$ cat src/design/hpn_pkg.sv
package hpn_pkg;

	localparam int NUM_BINS = 256;
	localparam int BIN_AW   = 8;
	localparam int CMD_W    = 2;
	localparam int FIELD_W  = 32;
	localparam int FRAC_W   = 17;
	localparam int STEP_W   = 5;

	localparam logic [CMD_W-1:0] OP_CLEAR = 2'd0;
	localparam logic [CMD_W-1:0] OP_ADD   = 2'd1;
	localparam logic [CMD_W-1:0] OP_READ  = 2'd2;

	localparam logic [FRAC_W-1:0] FRAC_ONE = 17'h10000;

	typedef struct packed {
		logic take;
		logic clear;
		logic bump;
		logic div_load;
		logic div_step;
		logic out_load;
	} hpn_ctl_t;

	typedef struct packed {
		logic peak_zero;
	} hpn_sts_t;

endpackage

$ cat src/design/hpn_ctrl.sv
module hpn_ctrl import hpn_pkg::*; (
	input  logic             clk,
	input  logic             arst_n,
	input  logic             req_valid,
	input  logic [CMD_W-1:0] req_cmd,
	output logic             req_ready,
	output logic             rsp_valid,
	input  logic             rsp_ready,
	input  hpn_sts_t         sts,
	output hpn_ctl_t         ctl
);

	typedef enum logic [2:0] {
		S_IDLE,
		S_ADD,
		S_RDD,
		S_DIV,
		S_OUT
	} state_t;

	state_t              state_q;
	logic [STEP_W-1:0]   step_q;
	logic                rsp_valid_q;
	logic                accept;

	assign req_ready = (state_q == S_IDLE);
	assign accept    = req_valid && req_ready;
	assign rsp_valid = rsp_valid_q;

	always_comb begin
		ctl          = '0;
		ctl.take     = accept;
		ctl.clear    = accept && (req_cmd == OP_CLEAR);
		ctl.bump     = (state_q == S_ADD);
		ctl.div_load = (state_q == S_RDD);
		ctl.div_step = (state_q == S_DIV);
		ctl.out_load = (state_q == S_OUT) && (!rsp_valid_q || rsp_ready);
	end

	always_ff @(posedge clk or negedge arst_n) begin
		if (!arst_n) begin
			state_q     <= S_IDLE;
			step_q      <= '0;
			rsp_valid_q <= 1'b0;
		end else begin
			if (ctl.out_load) begin
				rsp_valid_q <= 1'b1;
			end else if (rsp_ready) begin
				rsp_valid_q <= 1'b0;
			end
			unique case (state_q)
				S_IDLE: begin
					if (accept) begin
						unique case (req_cmd)
							OP_ADD:  state_q <= S_ADD;
							OP_READ: state_q <= S_RDD;
							default: state_q <= S_IDLE;
						endcase
					end
				end
				S_ADD: begin
					state_q <= S_IDLE;
				end
				S_RDD: begin
					step_q  <= STEP_W'(FRAC_W - 1);
					state_q <= sts.peak_zero ? S_OUT : S_DIV;
				end
				S_DIV: begin
					step_q <= step_q - 1'b1;
					if (step_q == '0) begin
						state_q <= S_OUT;
					end
				end
				S_OUT: begin
					if (ctl.out_load) begin
						state_q <= S_IDLE;
					end
				end
				default: state_q <= S_IDLE;
			endcase
		end
	end

	// a full result register is never overwritten before its beat goes out
	a_no_overwrite: assert property (@(posedge clk) disable iff (!arst_n)
		ctl.out_load |-> (!rsp_valid_q || rsp_ready))
		else $error("result overwritten");

	// the divider goes on to the result load after its last step
	a_div_len: assert property (@(posedge clk) disable iff (!arst_n)
		(state_q == S_DIV && step_q == '0) |=> (state_q == S_OUT))
		else $error("divider step count");

endmodule

$ cat config.mk
export PLATFORM = sky130hd
export DESIGN_NAME = hpn_ctrl
export DESIGN_NICKNAME = d
export VERILOG_FILES = /design/src/design/hpn_pkg.sv /design/src/design/hpn_ctrl.sv
export SDC_FILE = /design/constraint.sdc
export NUM_CORES = 1
export LEC_CHECK = 0
export BUFFER_PORTS_ARGS = -buffer_cell sky130_fd_sc_hd__buf_2
export CORE_MARGIN = 2
export CORE_UTILIZATION = 40
export CTS_BUF_LIST = sky130_fd_sc_hd__clkbuf_2 sky130_fd_sc_hd__clkbuf_4 sky130_fd_sc_hd__clkbuf_8
export DETAILED_ROUTE_END_ITERATION = 10
export SETUP_SLACK_MARGIN = 0.5
export SYNTH_ARGS = -nofsm -noshare
export SYNTH_HDL_FRONTEND = slang
export SYNTH_SLANG_ARGS = --single-unit
$ cat constraint.sdc
create_clock -name clk -period 1.7 [get_ports clk]
set_clock_uncertainty 0.05 [all_clocks]
set_input_delay 0.17 -clock clk [delete_from_list [all_inputs] [get_ports clk]]
set_output_delay 0.17 -clock clk [all_outputs]
set_load 0.1 [all_outputs]
==> metrics.txt, run 1 <==
outcome=finished clean; proportion of power drawn by the clock network=10.3%; placeable core area=1270 µm²; total number of yosys warnings=0; Gate Count Post-Synth=57; library cell with the largest summed area after synthesis=dfrtp_1; Final nets=92; area of the multi-input gates=358 µm²; antenna violation net count after detailed routing=0; number of placement rows=13; Tot GR Track Use=21.6%; layout filler cell count=83; PwrDens=1890 nW/µm²; summed instance area of the synthesized netlist=534 µm²; most instantiated flip-flop cell in the synthesis netlist=dfrtp_1; area growth from synthesis to layout=74.5%; DPL Wire Length=866 µm; worst-path maximum fanout=3; Data arrival, critical path=1.46 ns; post-synth net total=65; maximum number of pins on one net before global-route repair=10; Leak Pwr=0.405 nW; fraction of synthesized cell area taken by the top area cell type=42.2%; share of layout cells above drive strength 1=61.4%; average detailed-routed wire length per instance=14.8 µm; most common library cells after synthesis=dfrtp_1, nand2_1, o21ai_0; clock insertion delay at the later pin of the skew report=0.26 ns; Comb power frac=69.7%; share of synthesized flip-flops with an asynchronous set or reset=100%; # Max-Cap Violations=0; worst setup path category=reg2out; minimum setup slack after placement=0.0982 ns; ratio of routed vias to standard cells=5.21; antenna violations before repair=0; power share of the sequential group=20.0%; final critical-path required period=1.68 ns; most frequent cell after synthesis=dfrtp_1; net load switching power=0.000875 W; post-route cell area=932 µm²; type of element capturing the critical path=output pin; CP required=1.48 ns; instance area at placement=747 µm²; Relative slew margins=75.2%; weighted congestion reported at the end of routability-driven placement=0.777; number of buffers inserted by port buffering=14; effective utilization at floorplan=42.1%; sequential cell area fraction in the yosys report=42.2%; setup repair after global routing missed its margin=true; highest attainable clock frequency=595 MHz; total CTS buffers=3; routed vias=511; synthesized flop and latch total=9; actual transition at the worst max-transition pin=0.372 ns; residual overflow from global routing=0; area of all sequential standard cells=229 µm²; final worst-path setup slack=0.0197 ns; distinct cell type count after synthesis=28; worst reg2reg setup slack=0.10 ns; count of flip-flops with a built-in enable after synthesis=0; die boundary height=40.5 µm; n_diodes=0; post-synthesis average cell area=9.37 µm²; count of final hold-check violations=0; pins over their slew limit=0; clock tree root buffer cell=clkbuf_4; top area cells in the synthesized netlist=dfrtp_1, o21ai_0, nand2_1; floorplan die area=1640 µm²; Slowest cell on crit path=dfrtp_2; clock transition at the registers of the reported paths=0.06 ns; worst min-delay path class=in2reg; largest stage delay on the critical path=0.42 ns; via count of the first global-routing pass=485; drt drc=0; width of the die=40.5 µm; DRC marker count from the first detailed-route iteration=14; share of the clock period used by the worst path after layout=98.8%; worst path cell trace=nor3_4, and2_4, nor3b_4, buf_12; internal power=0.000891 W; maximum VDD drop=0.000944 V; first-pass GRT wire length=2.22 mm; clock tree from TritonCTS=built; switch share=49.5%; kind of start point of the critical path=flop; Post-Route WL=1.45 mm; CTS H-Tree Depth=1; Sinks on Clock Net=9; CTS max path bufs=2; utilization after layout=73.5%; total setup violations reported at the end of the flow=0; number of placed I/O pins=15; Pre-Repair DR Iteration Count=4
-- layout by cell type, fill, tap and decap left out, types with 2 or more instances in the layout --
| cell | n |
|---|---|
| buf_4 | 10 |
| nand2_1 | 6 |
| nor3_4 | 3 |
| nand2b_1 | 3 |
| dfrtp_1 | 6 |
| clkbuf_4 | 4 |
| nor2b_1 | 2 |
| o21ai_1 | 3 |
| buf_2 | 6 |
| buf_6 | 2 |
| dfrtp_2 | 3 |
| a21oi_2 | 2 |
| buf_12 | 7 |
| inv_1 | 2 |
-- critical path, delay by kind of cell (launching register included) --
family / cells / cell delay, ns
flops: 1 / 0.42
buf+inv: 1 / 0.20
simple gates: 3 / 0.56
-- registers in the layout, indices dropped and copies added (netlist names) --
signal	flops
state_q	3
step_q	5
rsp_valid	1
-- stage by stage --
| step | setup TNS [ns] | cells | hold WS, ns | total power [W] |
|---|---|---|---|---|
| detailed placement | 0 | 85 | -0.0164 | 0.00130 |
| CTS | 0 | 97 | 0.149 | 0.00162 |
| floorplan | -1.66 | 57 | -0.176 | 0.00107 |
| global route | -0.0359 | 98 | 0.187 | 0.00185 |
| global placement | 0 | 85 | -0.0120 | 0.00129 |
| finish | 0 | 98 | 0.169 | 0.00177 |
-- kinds of logic after synthesis --
group                    synth area share (%)
AND/OR/NAND/NOR                          28.6
multiplexers                             1.87
adder cells (fa/ha/maj)                  2.34
buffers and inverters                    7.02
AO/OA/AOI/OAI                            18.0
flip-flops                               42.2
-- path summary, 6_finish.rpt --
check                      startpoint  cells after the start    endpoint
setup / recovery           state_q[2]                      4      ctl[4]
hold / removal              rsp_ready                      3   rsp_valid
setup reg to reg            step_q[0]                      5  state_q[2]
hold reg to reg             rsp_valid                      2   rsp_valid
max in group asynchronous      arst_n                      2   rsp_valid
min in group asynchronous      arst_n                      2   step_q[1]
-- metal layers --
metal | global-route usage (%) | up-vias | routed length (µm) | share of wire (%)
li1 | - | 251 | - | -
met1 | 26.9 | 240 | 642 | 44
met2 | 32.5 | 18 | 711 | 49
met3 | 8.89 | 2 | 85 | 5.9
met4 | 9.17 | 0 | 11 | 0.76
met5 | 0 | - | 0 | 0
-- repair_timing --
item | in CTS | in global routing
endpoints found under the hold margin | 9 | 0
hold buffers | 1 | 0
gates resized for setup | 11 | 15
pin swaps | 3 | 2
cloned | 0 | 0
setup endpoints to repair | 14 | 15
setup buffers | 7 | 1
-- final cells by class --
type,instances,area share [%]
Multi-Input combinational cell,40,38.4
Timing Repair Buffer,26,29.8
Sequential cell,9,24.6
Clock buffer,4,3.22
Inverter,4,2.01
Tap cell,15,2.01
-- power groups by stage --
| stage | combinational, W | sequential (W) | clock [W] |
|---|---|---|---|
| after global routing | 0.00129 | 0.000359 | 0.000196 |
| after detailed placement | 0.000942 | 0.000354 | 0 |
| after global placement | 0.000942 | 0.000352 | 0 |
| after floorplan | 0.000680 | 0.000386 | 0 |
| final | 0.00123 | 0.000354 | 0.000182 |
| after CTS | 0.00109 | 0.000346 | 0.000185 |
Note: power is estimated with default switching activity, not from simulation.
==> inputs of run 2 (changes only) <==
==> constraint.sdc (replaced) <==
create_clock -name clk -period 1.7 [get_ports clk]
set_clock_uncertainty 0.05 [all_clocks]
set_input_delay 0.17 -clock clk [delete_from_list [all_inputs] [get_ports clk]]
set_output_delay 0.17 -clock clk [all_outputs]
set_load 0.05 [all_outputs]
==> run 2 against run 1 <==
- sequential power up 3%
- via count up 14%
- first-iteration DRC count up 29%
- largest cell class unchanged
==> metrics.txt, run 2 (synthesis results as in run 1) <==
clock transition at the registers of the reported paths=0.06 ns (about the same); CP required=1.48 ns (about the same); first-pass GRT wire length=2.26 mm (was 2.22 mm); average detailed-routed wire length per instance=15.0 µm (was 14.8 µm); post-route worst hold slack=0.162 ns (was 0.169 ns); clock tree from TritonCTS=built (unchanged); # Max-Cap Violations=0 (unchanged); die boundary height=40.5 µm (unchanged); maximum VDD drop=0.00103 V (was 0.000944 V); clock tree root buffer cell=clkbuf_4 (unchanged); CTS max path bufs=2 (unchanged); Tot GR Track Use=22.0% (was 21.6%); pins over their slew limit=0 (unchanged); final critical-path required period=1.63 ns (was 1.68 ns); count of final hold-check violations=0 (unchanged); setup repair after global routing missed its margin=true (unchanged); maximum number of pins on one net before global-route repair=10 (unchanged); Crit. path cell count=5 (was 4); routed vias=580 (was 511); PwrDens=1640 nW/µm² (was 1890 nW/µm²); Data arrival, critical path=1.41 ns (was 1.46 ns); count of buffering cells on the critical path with inverters included=4 (was 1); weighted congestion reported at the end of routability-driven placement=0.698 (was 0.777); DPL Wire Length=805 µm (was 866 µm); Final nets=103 (was 92); origin of the critical flop-to-flop path=step_q[1] (was step_q[0]); worst setup path category=reg2out (unchanged); Sinks on Clock Net=9 (unchanged); register with the highest flop count=step_q (unchanged); clock insertion delay at the later pin of the skew report=0.26 ns (about the same); effective utilization at floorplan=42.1% (unchanged); worst path cell trace=buf_4, buf_6, nand3b_1, clkinvlp_4, buf_8 (was nor3_4, and2_4, nor3b_4, buf_12); largest stage delay on the critical path=0.44 ns (was 0.42 ns); antenna violation net count after detailed routing=0 (unchanged); residual overflow from global routing=0 (unchanged); worst-path maximum fanout=3 (unchanged); DRC marker count from the first detailed-route iteration=18 (was 14); worst reg2reg setup slack=0.13 ns (was 0.10 ns); commonest cells after routing, fill and taps aside=buf_4, buf_6, buf_2 (was buf_4, buf_12, nand2_1, buf_2, dfrtp_1); Relative slew margins=83.3% (was 75.2%); Post-Route WL=1.64 mm (was 1.45 mm); Pre-Repair DR Iteration Count=4 (unchanged); floorplan die area=1640 µm² (unchanged); launch point of the critical path=state_q[1] (was state_q[2]); kind of start point of the critical path=flop (unchanged); share of layout cells above drive strength 1=67.0% (was 61.4%); via count of the first global-routing pass=487 (was 485); worst min-delay path class=in2reg (unchanged); flip-flop count of the largest register after layout=5 (unchanged); reg2reg end=state_q[2] (unchanged); highest attainable clock frequency=613 MHz (was 595 MHz); drt drc=0 (unchanged); share of the clock period used by the worst path after layout=96.0% (was 98.8%); CTS H-Tree Depth=1 (unchanged); type of element capturing the critical path=output pin (unchanged); total setup violations reported at the end of the flow=0 (unchanged); cell count of the worst reg-to-reg path=5 (unchanged); outcome=finished clean (unchanged); area growth from synthesis to layout=85.7% (was 74.5%); placeable core area=1270 µm² (unchanged); accumulated negative setup slack=0 ns (unchanged); width of the die=40.5 µm (unchanged); actual transition at the worst max-transition pin=0.252 ns (was 0.372 ns); layout filler cell count=80 (was 83); worst setup path end=ctl[1] (was ctl[4]); Hold Path Origin=req_valid (was rsp_ready); antenna violations before repair=0 (unchanged); total CTS buffers=3 (unchanged); crit-path leading delay family=buffers and inverters (was simple AND/OR/NAND/NOR gates); number of placement rows=13 (unchanged); n_diodes=0 (unchanged); Slowest cell on crit path=dfrtp_2 (unchanged); most common library cell in the layout ignoring fill and taps=buf_4 (unchanged); ratio of routed vias to standard cells=5.32 (was 5.21); number of placed I/O pins=15 (unchanged); number of buffers inserted by port buffering=14 (unchanged); Leak Pwr=0.450 nW (was 0.405 nW)
run 2: cell types whose count changed in the layout (fill, tap and decap cells not counted), moves of 4 or more:
cell / before / now
buf_8: 0 / 4
buf_6: 2 / 10
buf_12: 7 / 0
buf_4: 10 / 14
run 2: through the flow:
stage,std cells,utilization [%],setup slack [ns],total power [W],instance area [µm²]
3_5_place_dp,82,49.6,0.141,0.000954,629
6_report,109,78.2,0.0680,0.00163,992
3_3_place_gp,82,49.6,0.160,0.000951,629
4_1_cts,101,68.6,0.0911,0.00140,871
2_1_floorplan,57,-,-0.205,0.000860,569
5_1_grt,109,78.2,-0.00310,0.00172,992
run 2: power breakdown:
| part | switching (W) | internal, W | total (W) |
|---|---|---|---|
| combinational | 0.000549 | 0.000536 | 0.00108 |
| sequential | 0.0000790 | 0.000284 | 0.000363 |
| clock | 0.0000775 | 0.000107 | 0.000184 |
| total | 0.000706 | 0.000926 | 0.00163 |
run 2: metal layers:
metal	global-route usage, %	vias up	routed length (µm)
met4	10.0	0	0
li1	-	277	-
met3	5.00	0	91
met1	31.5	284	720
met2	31.0	19	828
met5	0	-	0
run 2: how the worst min path moves through the flow:
stage | depth (start not counted) | slack (ns) | to
6_report | 3 | 0.16 | state_q[0]
5_1_grt | 3 | 0.19 | state_q[0]
4_1_cts | 3 | 0.15 | state_q[0]
3_5_place_dp | 1 | -0.01 | step_q[0]
3_3_place_gp | 1 | -0.01 | step_q[1]
2_1_floorplan | 0 | -0.18 | rsp_valid
run 2: area by class of cell:
cell class	count	area [µm²]	share of cell area (%)
Timing Repair Buffer	37	328	33.0
Tap cell	15	18.8	1.89
Clock buffer	4	30.0	3.03
Multi-Input combinational cell	40	367	36.9
Inverter	4	18.8	1.89
Sequential cell	9	230	23.2
run 2: timing repair:
action                     in CTS  in global routing
hold endpoints to repair        9                  0
cloned                          0                  0
hold buffers                    1                  0
pin swaps                       3                  6
gates resized for setup        32                 15
setup endpoints to repair      15                 14
setup buffers                  14                  8
run 2: worst register-to-register path: stages, from the launching register on:
cell and delay (ns):
dfrtp_1 0.40, inv_1 0.07, ha_2 0.17, or3b_4 0.41, o31a_1 0.27, o22ai_2 0.12
